[src/hw/rtl/tfes_pkg.sv]
// Shared types and constants for the top-four energy selector.
// No dependencies; imported by every module of the block.
`timescale 1ns / 1ps

package tfes_pkg;

    // Default sizes of the kept-shower store
    localparam int SLOTS_DEF         = 4;
    localparam int ENERGY_BITS_DEF   = 17;
    localparam int MOMENTUM_BITS_DEF = 18;

    // Fixed port field widths
    localparam int IN_E_W      = 17;
    localparam int IN_M_W      = 18;
    localparam int OUT_M_W     = 18;
    localparam int RANK_W      = 2;
    localparam int IN_TDATA_W  = 80;
    localparam int OUT_TDATA_W = 64;
    localparam int OUT_USED_W  = RANK_W + 1 + 3 * OUT_M_W;

    // Input tdata bit positions
    localparam int IN_GOOD_LSB = 0;
    localparam int IN_HOT_LSB  = 1;
    localparam int IN_E_LSB    = 2;
    localparam int IN_X_LSB    = IN_E_LSB + IN_E_W;
    localparam int IN_Y_LSB    = IN_X_LSB + IN_M_W;
    localparam int IN_Z_LSB    = IN_Y_LSB + IN_M_W;

    // Command codes carried in tuser
    localparam logic CMD_SHOWER = 1'b0;
    localparam logic CMD_EOE    = 1'b1;

    // Front-to-back queue depth, power of two
    localparam int Q_DEPTH = 2;

    typedef struct packed {
        logic vld;
        logic flush;
    } t_q_head;

endpackage

[src/hw/rtl/top_four_energy_selector.sv]
// Top level of the top-four energy selector: front queue, ranked store, emitter.
// Depends on tfes_pkg, tfes_front, tfes_back and tfes_emit.
`timescale 1ns / 1ps

// Keeps the SLOTS highest-energy good, non-hot showers of an event and, on an
// end-of-event command (tuser = 1), clears the store and streams one result per
// rank, best first, from a snapshot of it. Equal energies rank in arrival order.
// A shower transaction is taken every cycle while the two-entry queue is not
// full; it is written into the queue on acceptance and enters the store at the
// edge where it leaves the queue; rejected showers never enter the queue. An
// end of event leaves the queue once the emitter is free or is handing over its
// final rank and yields SLOTS output transactions from the emitter's shift
// register, one per cycle while m_axis_tready is high, whatever the shower count.
module top_four_energy_selector #(
    parameter int SLOTS         = tfes_pkg::SLOTS_DEF,
    parameter int ENERGY_BITS   = tfes_pkg::ENERGY_BITS_DEF,
    parameter int MOMENTUM_BITS = tfes_pkg::MOMENTUM_BITS_DEF
) (
    input  logic                              i_clk,
    input  logic                              i_rst_n,
    input  logic                              s_axis_tvalid,
    output logic                              s_axis_tready,
    // shower_good, shower_hot, shower_energy, mom_x, mom_y, mom_z, zero pad
    input  logic [tfes_pkg::IN_TDATA_W-1:0]   s_axis_tdata,
    // cmd
    input  logic [0:0]                        s_axis_tuser,
    output logic                              m_axis_tvalid,
    input  logic                              m_axis_tready,
    // rank, present, out_x, out_y, out_z, zero pad
    output logic [tfes_pkg::OUT_TDATA_W-1:0]  m_axis_tdata,
    output logic                              m_axis_tlast
);
    import tfes_pkg::*;

    t_q_head                                q_head;
    logic [ENERGY_BITS-1:0]                 q_energy;
    logic [3*MOMENTUM_BITS-1:0]             q_mom;
    logic                                   pop, load, emit_free;
    logic [SLOTS-1:0]                       snap_fill;
    logic [SLOTS-1:0][3*MOMENTUM_BITS-1:0]  snap_mom;

    tfes_front #(
        .ENERGY_BITS   (ENERGY_BITS),
        .MOMENTUM_BITS (MOMENTUM_BITS)
    ) u_front (
        .i_clk         (i_clk),
        .i_rst_n       (i_rst_n),
        .s_axis_tvalid (s_axis_tvalid),
        .s_axis_tready (s_axis_tready),
        .s_axis_tdata  (s_axis_tdata),
        .s_axis_tuser  (s_axis_tuser),
        .i_pop         (pop),
        .o_q           (q_head),
        .o_energy      (q_energy),
        .o_mom         (q_mom)
    );

    tfes_back #(
        .SLOTS         (SLOTS),
        .ENERGY_BITS   (ENERGY_BITS),
        .MOMENTUM_BITS (MOMENTUM_BITS)
    ) u_back (
        .i_clk         (i_clk),
        .i_rst_n       (i_rst_n),
        .i_q           (q_head),
        .i_energy      (q_energy),
        .i_mom         (q_mom),
        .i_emit_free   (emit_free),
        .o_pop         (pop),
        .o_load        (load),
        .o_snap_fill   (snap_fill),
        .o_snap_mom    (snap_mom)
    );

    tfes_emit #(
        .SLOTS         (SLOTS),
        .MOMENTUM_BITS (MOMENTUM_BITS)
    ) u_emit (
        .i_clk         (i_clk),
        .i_rst_n       (i_rst_n),
        .i_load        (load),
        .i_snap_fill   (snap_fill),
        .i_snap_mom    (snap_mom),
        .o_free        (emit_free),
        .m_axis_tvalid (m_axis_tvalid),
        .m_axis_tready (m_axis_tready),
        .m_axis_tdata  (m_axis_tdata),
        .m_axis_tlast  (m_axis_tlast)
    );

endmodule

[src/hw/rtl/tfes_front.sv]
// Input side: accepts stream transactions, drops unusable showers, queues the rest.
// Depends on tfes_pkg.
`timescale 1ns / 1ps

module tfes_front #(
    parameter int ENERGY_BITS   = tfes_pkg::ENERGY_BITS_DEF,
    parameter int MOMENTUM_BITS = tfes_pkg::MOMENTUM_BITS_DEF
) (
    input  logic                              i_clk,
    input  logic                              i_rst_n,
    input  logic                              s_axis_tvalid,
    output logic                              s_axis_tready,
    // good, hot, shower_energy, mom_x, mom_y, mom_z, zero pad
    input  logic [tfes_pkg::IN_TDATA_W-1:0]   s_axis_tdata,
    // cmd
    input  logic [0:0]                        s_axis_tuser,
    input  logic                              i_pop,
    output tfes_pkg::t_q_head                 o_q,
    output logic [ENERGY_BITS-1:0]            o_energy,
    output logic [3*MOMENTUM_BITS-1:0]        o_mom
);
    import tfes_pkg::*;

    localparam int EW  = 1 + ENERGY_BITS + 3 * MOMENTUM_BITS;
    localparam int QAW = (Q_DEPTH > 1) ? $clog2(Q_DEPTH) : 1;

    logic [EW-1:0]  r_mem [Q_DEPTH];
    logic [QAW-1:0] r_wp, r_rp, n_wp, n_rp;
    logic [QAW:0]   r_cnt, n_cnt;
    logic           w_acc, w_push, w_keep, w_eoe;
    logic [EW-1:0]  w_entry, w_head;

    assign s_axis_tready = (r_cnt != (QAW+1)'(Q_DEPTH));
    assign w_acc  = s_axis_tvalid && s_axis_tready;
    assign w_eoe  = (s_axis_tuser[0] == CMD_EOE);
    assign w_keep = s_axis_tdata[IN_GOOD_LSB] && !s_axis_tdata[IN_HOT_LSB];
    assign w_push = w_acc && (w_eoe || w_keep);

    assign w_entry = {w_eoe,
                      ENERGY_BITS'(s_axis_tdata[IN_E_LSB +: IN_E_W]),
                      MOMENTUM_BITS'($signed(s_axis_tdata[IN_X_LSB +: IN_M_W])),
                      MOMENTUM_BITS'($signed(s_axis_tdata[IN_Y_LSB +: IN_M_W])),
                      MOMENTUM_BITS'($signed(s_axis_tdata[IN_Z_LSB +: IN_M_W]))};

    assign w_head    = r_mem[r_rp];
    assign o_q.vld   = (r_cnt != '0);
    assign o_q.flush = w_head[EW-1];
    assign o_energy  = w_head[EW-2 -: ENERGY_BITS];
    assign o_mom     = w_head[3*MOMENTUM_BITS-1:0];

    always_comb begin
        n_wp  = r_wp;
        n_rp  = r_rp;
        n_cnt = r_cnt;
        if (w_push) begin
            n_wp = r_wp + 1'b1;
        end
        if (i_pop) begin
            n_rp = r_rp + 1'b1;
        end
        if (w_push && !i_pop) begin
            n_cnt = r_cnt + 1'b1;
        end else if (!w_push && i_pop) begin
            n_cnt = r_cnt - 1'b1;
        end
    end

    always_ff @(posedge i_clk) begin
        if (!i_rst_n) begin
            r_wp  <= '0;
            r_rp  <= '0;
            r_cnt <= '0;
        end else begin
            r_wp  <= n_wp;
            r_rp  <= n_rp;
            r_cnt <= n_cnt;
        end
    end

    always_ff @(posedge i_clk) begin
        if (w_push) begin
            r_mem[r_wp] <= w_entry;
        end
    end

    a_cnt_bound: assert property (@(posedge i_clk) disable iff (!i_rst_n)
        r_cnt <= (QAW+1)'(Q_DEPTH))
        else $error("queue count exceeds depth");

    a_pop_nonempty: assert property (@(posedge i_clk) disable iff (!i_rst_n)
        i_pop |-> r_cnt != '0)
        else $error("pop from empty queue");

    a_push_full: assert property (@(posedge i_clk) disable iff (!i_rst_n)
        (r_cnt == (QAW+1)'(Q_DEPTH)) && !i_pop |=> r_cnt == (QAW+1)'(Q_DEPTH))
        else $error("full queue lost an entry");

endmodule

[src/hw/rtl/tfes_back.sv]
// Ranked shower store: inserts queued showers in energy order, hands a snapshot
// to the emitter at end of event. Depends on tfes_pkg.
`timescale 1ns / 1ps

module tfes_back #(
    parameter int SLOTS         = tfes_pkg::SLOTS_DEF,
    parameter int ENERGY_BITS   = tfes_pkg::ENERGY_BITS_DEF,
    parameter int MOMENTUM_BITS = tfes_pkg::MOMENTUM_BITS_DEF
) (
    input  logic                                    i_clk,
    input  logic                                    i_rst_n,
    input  tfes_pkg::t_q_head                       i_q,
    input  logic [ENERGY_BITS-1:0]                  i_energy,
    input  logic [3*MOMENTUM_BITS-1:0]              i_mom,
    input  logic                                    i_emit_free,
    output logic                                    o_pop,
    output logic                                    o_load,
    output logic [SLOTS-1:0]                        o_snap_fill,
    output logic [SLOTS-1:0][3*MOMENTUM_BITS-1:0]   o_snap_mom
);
    import tfes_pkg::*;

    logic [SLOTS-1:0]                       r_fill, n_fill;
    logic [SLOTS-1:0][ENERGY_BITS-1:0]      r_energy, n_energy;
    logic [SLOTS-1:0][3*MOMENTUM_BITS-1:0]  r_mom, n_mom;
    logic [SLOTS-1:0]                       w_lt, w_shift, w_hit;
    logic                                   w_ins;

    assign o_pop       = i_q.vld && (!i_q.flush || i_emit_free);
    assign o_load      = o_pop && i_q.flush;
    assign w_ins       = o_pop && !i_q.flush;
    assign o_snap_fill = r_fill;
    assign o_snap_mom  = r_mom;

    always_comb begin
        logic acc;
        acc = 1'b0;
        for (int i = 0; i < SLOTS; i++) begin
            w_lt[i]    = !r_fill[i] || (r_energy[i] < i_energy);
            w_shift[i] = acc;
            w_hit[i]   = w_lt[i] && !acc;
            acc        = acc || w_lt[i];
        end
    end

    always_comb begin
        n_fill   = r_fill;
        n_energy = r_energy;
        n_mom    = r_mom;
        if (o_load) begin
            n_fill = '0;
        end else if (w_ins) begin
            for (int i = 1; i < SLOTS; i++) begin
                if (w_shift[i]) begin
                    n_fill[i]   = r_fill[i-1];
                    n_energy[i] = r_energy[i-1];
                    n_mom[i]    = r_mom[i-1];
                end
            end
            for (int i = 0; i < SLOTS; i++) begin
                if (w_hit[i]) begin
                    n_fill[i]   = 1'b1;
                    n_energy[i] = i_energy;
                    n_mom[i]    = i_mom;
                end
            end
        end
    end

    always_ff @(posedge i_clk) begin
        if (!i_rst_n) begin
            r_fill <= '0;
        end else begin
            r_fill <= n_fill;
        end
    end

    always_ff @(posedge i_clk) begin
        r_energy <= n_energy;
        r_mom    <= n_mom;
    end

    a_fill_contig: assert property (@(posedge i_clk) disable iff (!i_rst_n)
        (r_fill & (r_fill + 1'b1)) == '0)
        else $error("filled slots not contiguous from top rank");

    a_load_clears: assert property (@(posedge i_clk) disable iff (!i_rst_n)
        o_load |=> r_fill == '0)
        else $error("slots not cleared after end of event");

    a_ins_grows: assert property (@(posedge i_clk) disable iff (!i_rst_n)
        w_ins && !r_fill[SLOTS-1] |=> $countones(r_fill) == $past($countones(r_fill)) + 1)
        else $error("insert into free slot lost a shower");

endmodule

[src/hw/rtl/tfes_emit.sv]
// Result emitter: holds an end-of-event snapshot and streams one ranked result
// per transaction. Depends on tfes_pkg.
`timescale 1ns / 1ps

module tfes_emit #(
    parameter int SLOTS         = tfes_pkg::SLOTS_DEF,
    parameter int MOMENTUM_BITS = tfes_pkg::MOMENTUM_BITS_DEF
) (
    input  logic                                    i_clk,
    input  logic                                    i_rst_n,
    input  logic                                    i_load,
    input  logic [SLOTS-1:0]                        i_snap_fill,
    input  logic [SLOTS-1:0][3*MOMENTUM_BITS-1:0]   i_snap_mom,
    output logic                                    o_free,
    output logic                                    m_axis_tvalid,
    input  logic                                    m_axis_tready,
    // rank, present, out_x, out_y, out_z, zero pad
    output logic [tfes_pkg::OUT_TDATA_W-1:0]        m_axis_tdata,
    output logic                                    m_axis_tlast
);
    import tfes_pkg::*;

    localparam int CW = (SLOTS > 1) ? $clog2(SLOTS) : 1;
    localparam int MB = MOMENTUM_BITS;

    logic                           r_busy, n_busy;
    logic [CW-1:0]                  r_cnt, n_cnt;
    logic [SLOTS-1:0]               r_fill, n_fill;
    logic [SLOTS-1:0][3*MB-1:0]     r_mom, n_mom;
    logic                           w_take, w_last;
    logic signed [MB-1:0]           w_x, w_y, w_z;
    logic signed [MB-1:0]           w_absent;
    logic signed [OUT_M_W-1:0]      w_ox, w_oy, w_oz;

    assign w_absent = {1'b1, {(MB-1){1'b0}}};
    assign w_last   = (r_cnt == CW'(SLOTS - 1));
    assign w_take   = r_busy && m_axis_tready;
    assign o_free   = !r_busy || (m_axis_tready && w_last);

    assign w_x  = r_fill[0] ? $signed(r_mom[0][3*MB-1 -: MB]) : w_absent;
    assign w_y  = r_fill[0] ? $signed(r_mom[0][2*MB-1 -: MB]) : w_absent;
    assign w_z  = r_fill[0] ? $signed(r_mom[0][MB-1:0])       : w_absent;
    assign w_ox = OUT_M_W'(w_x);
    assign w_oy = OUT_M_W'(w_y);
    assign w_oz = OUT_M_W'(w_z);

    assign m_axis_tvalid = r_busy;
    assign m_axis_tlast  = w_last;
    assign m_axis_tdata  = {(OUT_TDATA_W - OUT_USED_W)'(0), w_oz, w_oy, w_ox,
                            r_fill[0], RANK_W'(r_cnt)};

    always_comb begin
        n_busy = r_busy;
        n_cnt  = r_cnt;
        n_fill = r_fill;
        n_mom  = r_mom;
        if (i_load) begin
            n_busy = 1'b1;
            n_cnt  = '0;
            n_fill = i_snap_fill;
            n_mom  = i_snap_mom;
        end else if (w_take) begin
            if (w_last) begin
                n_busy = 1'b0;
            end else begin
                n_cnt = r_cnt + 1'b1;
                for (int i = 0; i < SLOTS - 1; i++) begin
                    n_fill[i] = r_fill[i+1];
                    n_mom[i]  = r_mom[i+1];
                end
            end
        end
    end

    always_ff @(posedge i_clk) begin
        if (!i_rst_n) begin
            r_busy <= 1'b0;
            r_cnt  <= '0;
        end else begin
            r_busy <= n_busy;
            r_cnt  <= n_cnt;
        end
    end

    always_ff @(posedge i_clk) begin
        r_fill <= n_fill;
        r_mom  <= n_mom;
    end

    a_load_when_free: assert property (@(posedge i_clk) disable iff (!i_rst_n)
        i_load |-> !r_busy || (w_take && w_last))
        else $error("snapshot loaded over a run in progress");

    a_run_ends: assert property (@(posedge i_clk) disable iff (!i_rst_n)
        w_take && w_last && !i_load |=> !r_busy)
        else $error("emitter still busy after final rank");

    a_run_starts: assert property (@(posedge i_clk) disable iff (!i_rst_n)
        i_load |=> r_busy && r_cnt == '0)
        else $error("run did not restart at top rank");

endmodule
[config.mk]
export PLATFORM = sky130hd
export DESIGN_NAME = top_four_energy_selector
export DESIGN_NICKNAME = d
export VERILOG_FILES = /design/src/hw/rtl/tfes_pkg.sv /design/src/hw/rtl/top_four_energy_selector.sv /design/src/hw/rtl/tfes_front.sv /design/src/hw/rtl/tfes_back.sv /design/src/hw/rtl/tfes_emit.sv
export SDC_FILE = /design/constraint.sdc
export NUM_CORES = 1
export LEC_CHECK = 0
export ABC_CLOCK_PERIOD_IN_PS = 25000
export BUFFER_PORTS_ARGS = -buffer_cell sky130_fd_sc_hd__buf_2
export CORE_MARGIN = 2
export CORE_UTILIZATION = 45
export CTS_CLUSTER_SIZE = 28
export DETAILED_ROUTE_END_ITERATION = 8
export SETUP_SLACK_MARGIN = 0.4
export SYNTH_ARGS = -nofsm -noshare
export SYNTH_HDL_FRONTEND = slang
export SYNTH_SLANG_ARGS = --single-unit
[constraint.sdc]
create_clock -name i_clk -period 25 [get_ports i_clk]
set_clock_uncertainty 0.2 [all_clocks]
set_input_delay 6.25 -clock i_clk [delete_from_list [all_inputs] [get_ports i_clk]]
set_output_delay 6.25 -clock i_clk [all_outputs]
set_load 0.1 [all_outputs]
==> flow_metrics.tcl <==
set metrics [dict create \
    status "finished clean" \
    hold_path_class "register to register" \
    antenna_found_initial 1 \
    path_clk_slew_ps 60 \
    end_kind "output port" \
    cts-root-buf "clkbuf_16" \
    syn-instance-count 1680 \
    synth-seq-cells 660 \
    fmax_mhz 111 \
    seqCellArea_um2 19700 \
    synth-edff-count 648 \
    chipWidth_um 250 \
    drt_wl_total_um 55900 \
    die_h_um 250 \
    ctsHoldBuffers 0 \
    num_io_pins 152 \
    critPathArrivalTime_ps 2530 \
    critPathLaunchType "register" \
    grt_pass1_vias 14600 \
    dr.pass1.iters 4 \
    clk_path_buf_depth 3 \
    cpPeakStageDelay_ps 590 \
    crit_type "register to output port" \
    hold-path-endpoint "u_emit.r_mom[177]$_DFFE_PP_" \
    grt_pass1_wl_um 85400 \
    htree_levels 3 \
    syn2layout_area_growth_pct 13.5 \
    min_period_ps 8980 \
    cts_resized 0 \
    drt_iter0_markers 1023 \
    start_util_pct 45.4 \
    numCtsBuffers 71 \
    powerDensity_nw_per_um2 126 \
    ys_types 50 \
    wire_per_inst_um 20.9 \
    finalSetupTns_ps 0 \
    ant_nets 0 \
    holdPathStages 0 \
    drc 0 \
    insertion_delay_ps 620 \
    wl_met2_um 26200 \
    dp.cells 2549 \
    finalHoldViolCount 0 \
    ys.flop_type "edfxtp_1" \
    rr_worst_depth 10 \
    dpl.hpwl_um 30600 \
    wl_met3_um 2500 \
    layout_common_cells "648 x edfxtp_1, 166 x mux2_2, 164 x a21oi_1" \
    instances_no_fill 2677 \
    leakage_nw 11.2 \
    report.final.slew_viol_count 0 \
    io_buffers 137 \
    r2r-end "u_back.o_snap_mom[165]$_DFFE_PP_" \
    critPathSlowestCell "edfxtp_1" \
    critPathRequiredTime_ps 18550 \
    maxCapViolCount 0 \
    coreArea_um2 60100 \
    place.gp.congestion 0.781 \
    rows 90 \
    num-nets-final 1991 \
    finalCritPeriodShare_pct 35.9 \
    vias 13900 \
    ir_drop_mv 0.106 \
    cts_setup_buffers 0 \
    relSlewSlack_pct 27.9 \
    track_usage_pct 17.8 \
    cts_tree "yes" \
    drive_above_1_share_pct 26.2 \
    worstPathCellList "buf_4 > and2_1 > buf_2" \
    worst-path-max-fanout 48 \
    grt_max_degree 152 \
    tightest_slew_ps 1080 \
    cp_top_family "buffers and inverters" \
    r2r_setup_slack_ps 19140 \
    grt_setup_unrepaired "false" \
    final_common_cell "edfxtp_1" \
    wirelength_met1_um 26200 \
    path_buf_inv 2 \
    n_antenna_cell 0 \
    synthArstFlopShare_pct 0 \
    vias_per_cell 5.21 \
    top_layer "met4" \
    synth_area_um2 27300 \
    yosys_warnings 0 \
    report.power.total_mw 3.90 \
    setup_viol 0 \
    hold_path.startpoint "u_back.o_snap_mom[177]$_DFFE_PP_" \
    fill_cells 5033 \
    multi_input_area_um2 7020 \
    grt_overflow_total 0 \
    syn_avg_cell_area_um2 16.3 \
    dieArea_um2 62700 \
    seq_area_frac_synth_pct 72.1 \
    clock_sinks 660 \
]
metrics by stage:
step	worst slack, ps	utilization [%]	hold slack [ps]	instance area, um2
2_1_floorplan	11200	-	200	27300
5_1_grt	15900	51.5	216	31000
4_1_cts	15940	51.5	216	31000
3_5_place_dp	15730	48.0	205	28900
3_3_place_gp	15820	48.0	201	28900
6_report	16020	51.5	216	31000
cell usage after synthesis, types with 4 or more instances:
| library cell | number | share of area (%) |
|---|---|---|
| ha_1 | 66 | 3.0 |
| a21oi_1 | 167 | 3.1 |
| o21ai_0 | 8 | 0.15 |
| inv_1 | 78 | 1.1 |
| buf_2 | 22 | 0.40 |
| nand2b_1 | 7 | 0.16 |
| and2_1 | 54 | 1.2 |
| mux2_1 | 7 | 0.29 |
| buf_1 | 8 | 0.11 |
| o21a_1 | 4 | 0.11 |
| nor3_1 | 5 | 0.092 |
| buf_4 | 11 | 0.30 |
| dfxtp_1 | 12 | 0.88 |
| clkbuf_1 | 30 | 0.41 |
| mux2_4 | 62 | 3.4 |
| and3_1 | 4 | 0.092 |
| a21o_1 | 7 | 0.19 |
| buf_6 | 7 | 0.29 |
| nand2_1 | 14 | 0.19 |
| edfxtp_1 | 648 | 71 |
| mux2i_1 | 74 | 2.7 |
| nand3_1 | 14 | 0.26 |
| nor2_1 | 163 | 2.2 |
| nand4_1 | 4 | 0.092 |
| mux2_2 | 166 | 6.8 |
final cells by class:
type	instances	share of cell area (%)
clock inverter	39	0.929
multi-input combinational	869	22.6
tap	782	3.16
clock buffer	89	5.95
sequential	660	63.6
timing repair buffer	159	2.79
inverter	79	0.957
routing by layer:
layer / global-route usage [%] / up-vias
li1: - / 6619
met1: 25.1 / 6976
met2: 28.6 / 277
met3: 2.95 / 66
met4: 5.32 / 0
met5: 0 / -
power by group:
part	internal (mW)	total, mW	switching, mW	leakage [nW]
sequential	1.66	1.78	0.121	6.10
combinational	0.356	1.14	0.787	4.08
clock	0.549	0.981	0.432	1.05
cells by family (layout without fill, tap and decap cells):
| group | count (synthesis) | after routing | synth area share, % |
|---|---|---|---|
| flops | 660 | 660 | 72.1 |
| mux | 310 | 310 | 13.3 |
| simple gates | 269 | 269 | 4.47 |
| compound gates | 213 | 213 | 4.31 |
| buf+inv | 157 | 366 | 2.60 |
| fa+ha+maj | 66 | 66 | 3.02 |
| xor+xnor | 4 | 4 | 0.128 |
| other cells | 1 | 7 | 0.0137 |
flip-flops by register name, summed over array words and instances, names as in the netlist, named ones only:
name                  count
u_emit.m_axis_tvalid      1
u_front.r_cnt             2
u_emit.r_fill             4
u_front.r_rp              1
u_front.r_mem           144
u_emit.r_mom            216
u_back.o_snap_fill        4
u_emit.r_cnt              2
u_back.o_snap_mom       216
u_back.r_energy          68
u_front.r_wp              1
worst max path at each step:
stage | from | to | slack, ps | cells past startpoint
finish | u_emit.r_fill[0]$_DFFE_PP_ | m_axis_tdata[26] | 16020 | 3
global route | u_emit.r_fill[0]$_DFFE_PP_ | m_axis_tdata[25] | 15900 | 3
CTS | u_emit.r_fill[0]$_DFFE_PP_ | m_axis_tdata[25] | 15940 | 3
detailed placement | m_axis_tready | u_emit.r_mom[4]$_DFFE_PP_ | 15730 | 6
global placement | m_axis_tready | u_emit.r_mom[4]$_DFFE_PP_ | 15820 | 6
floorplan | m_axis_tready | u_emit.r_fill[0]$_DFFE_PP_ | 11200 | 5
Note: power is estimated with default switching activity, not from simulation.
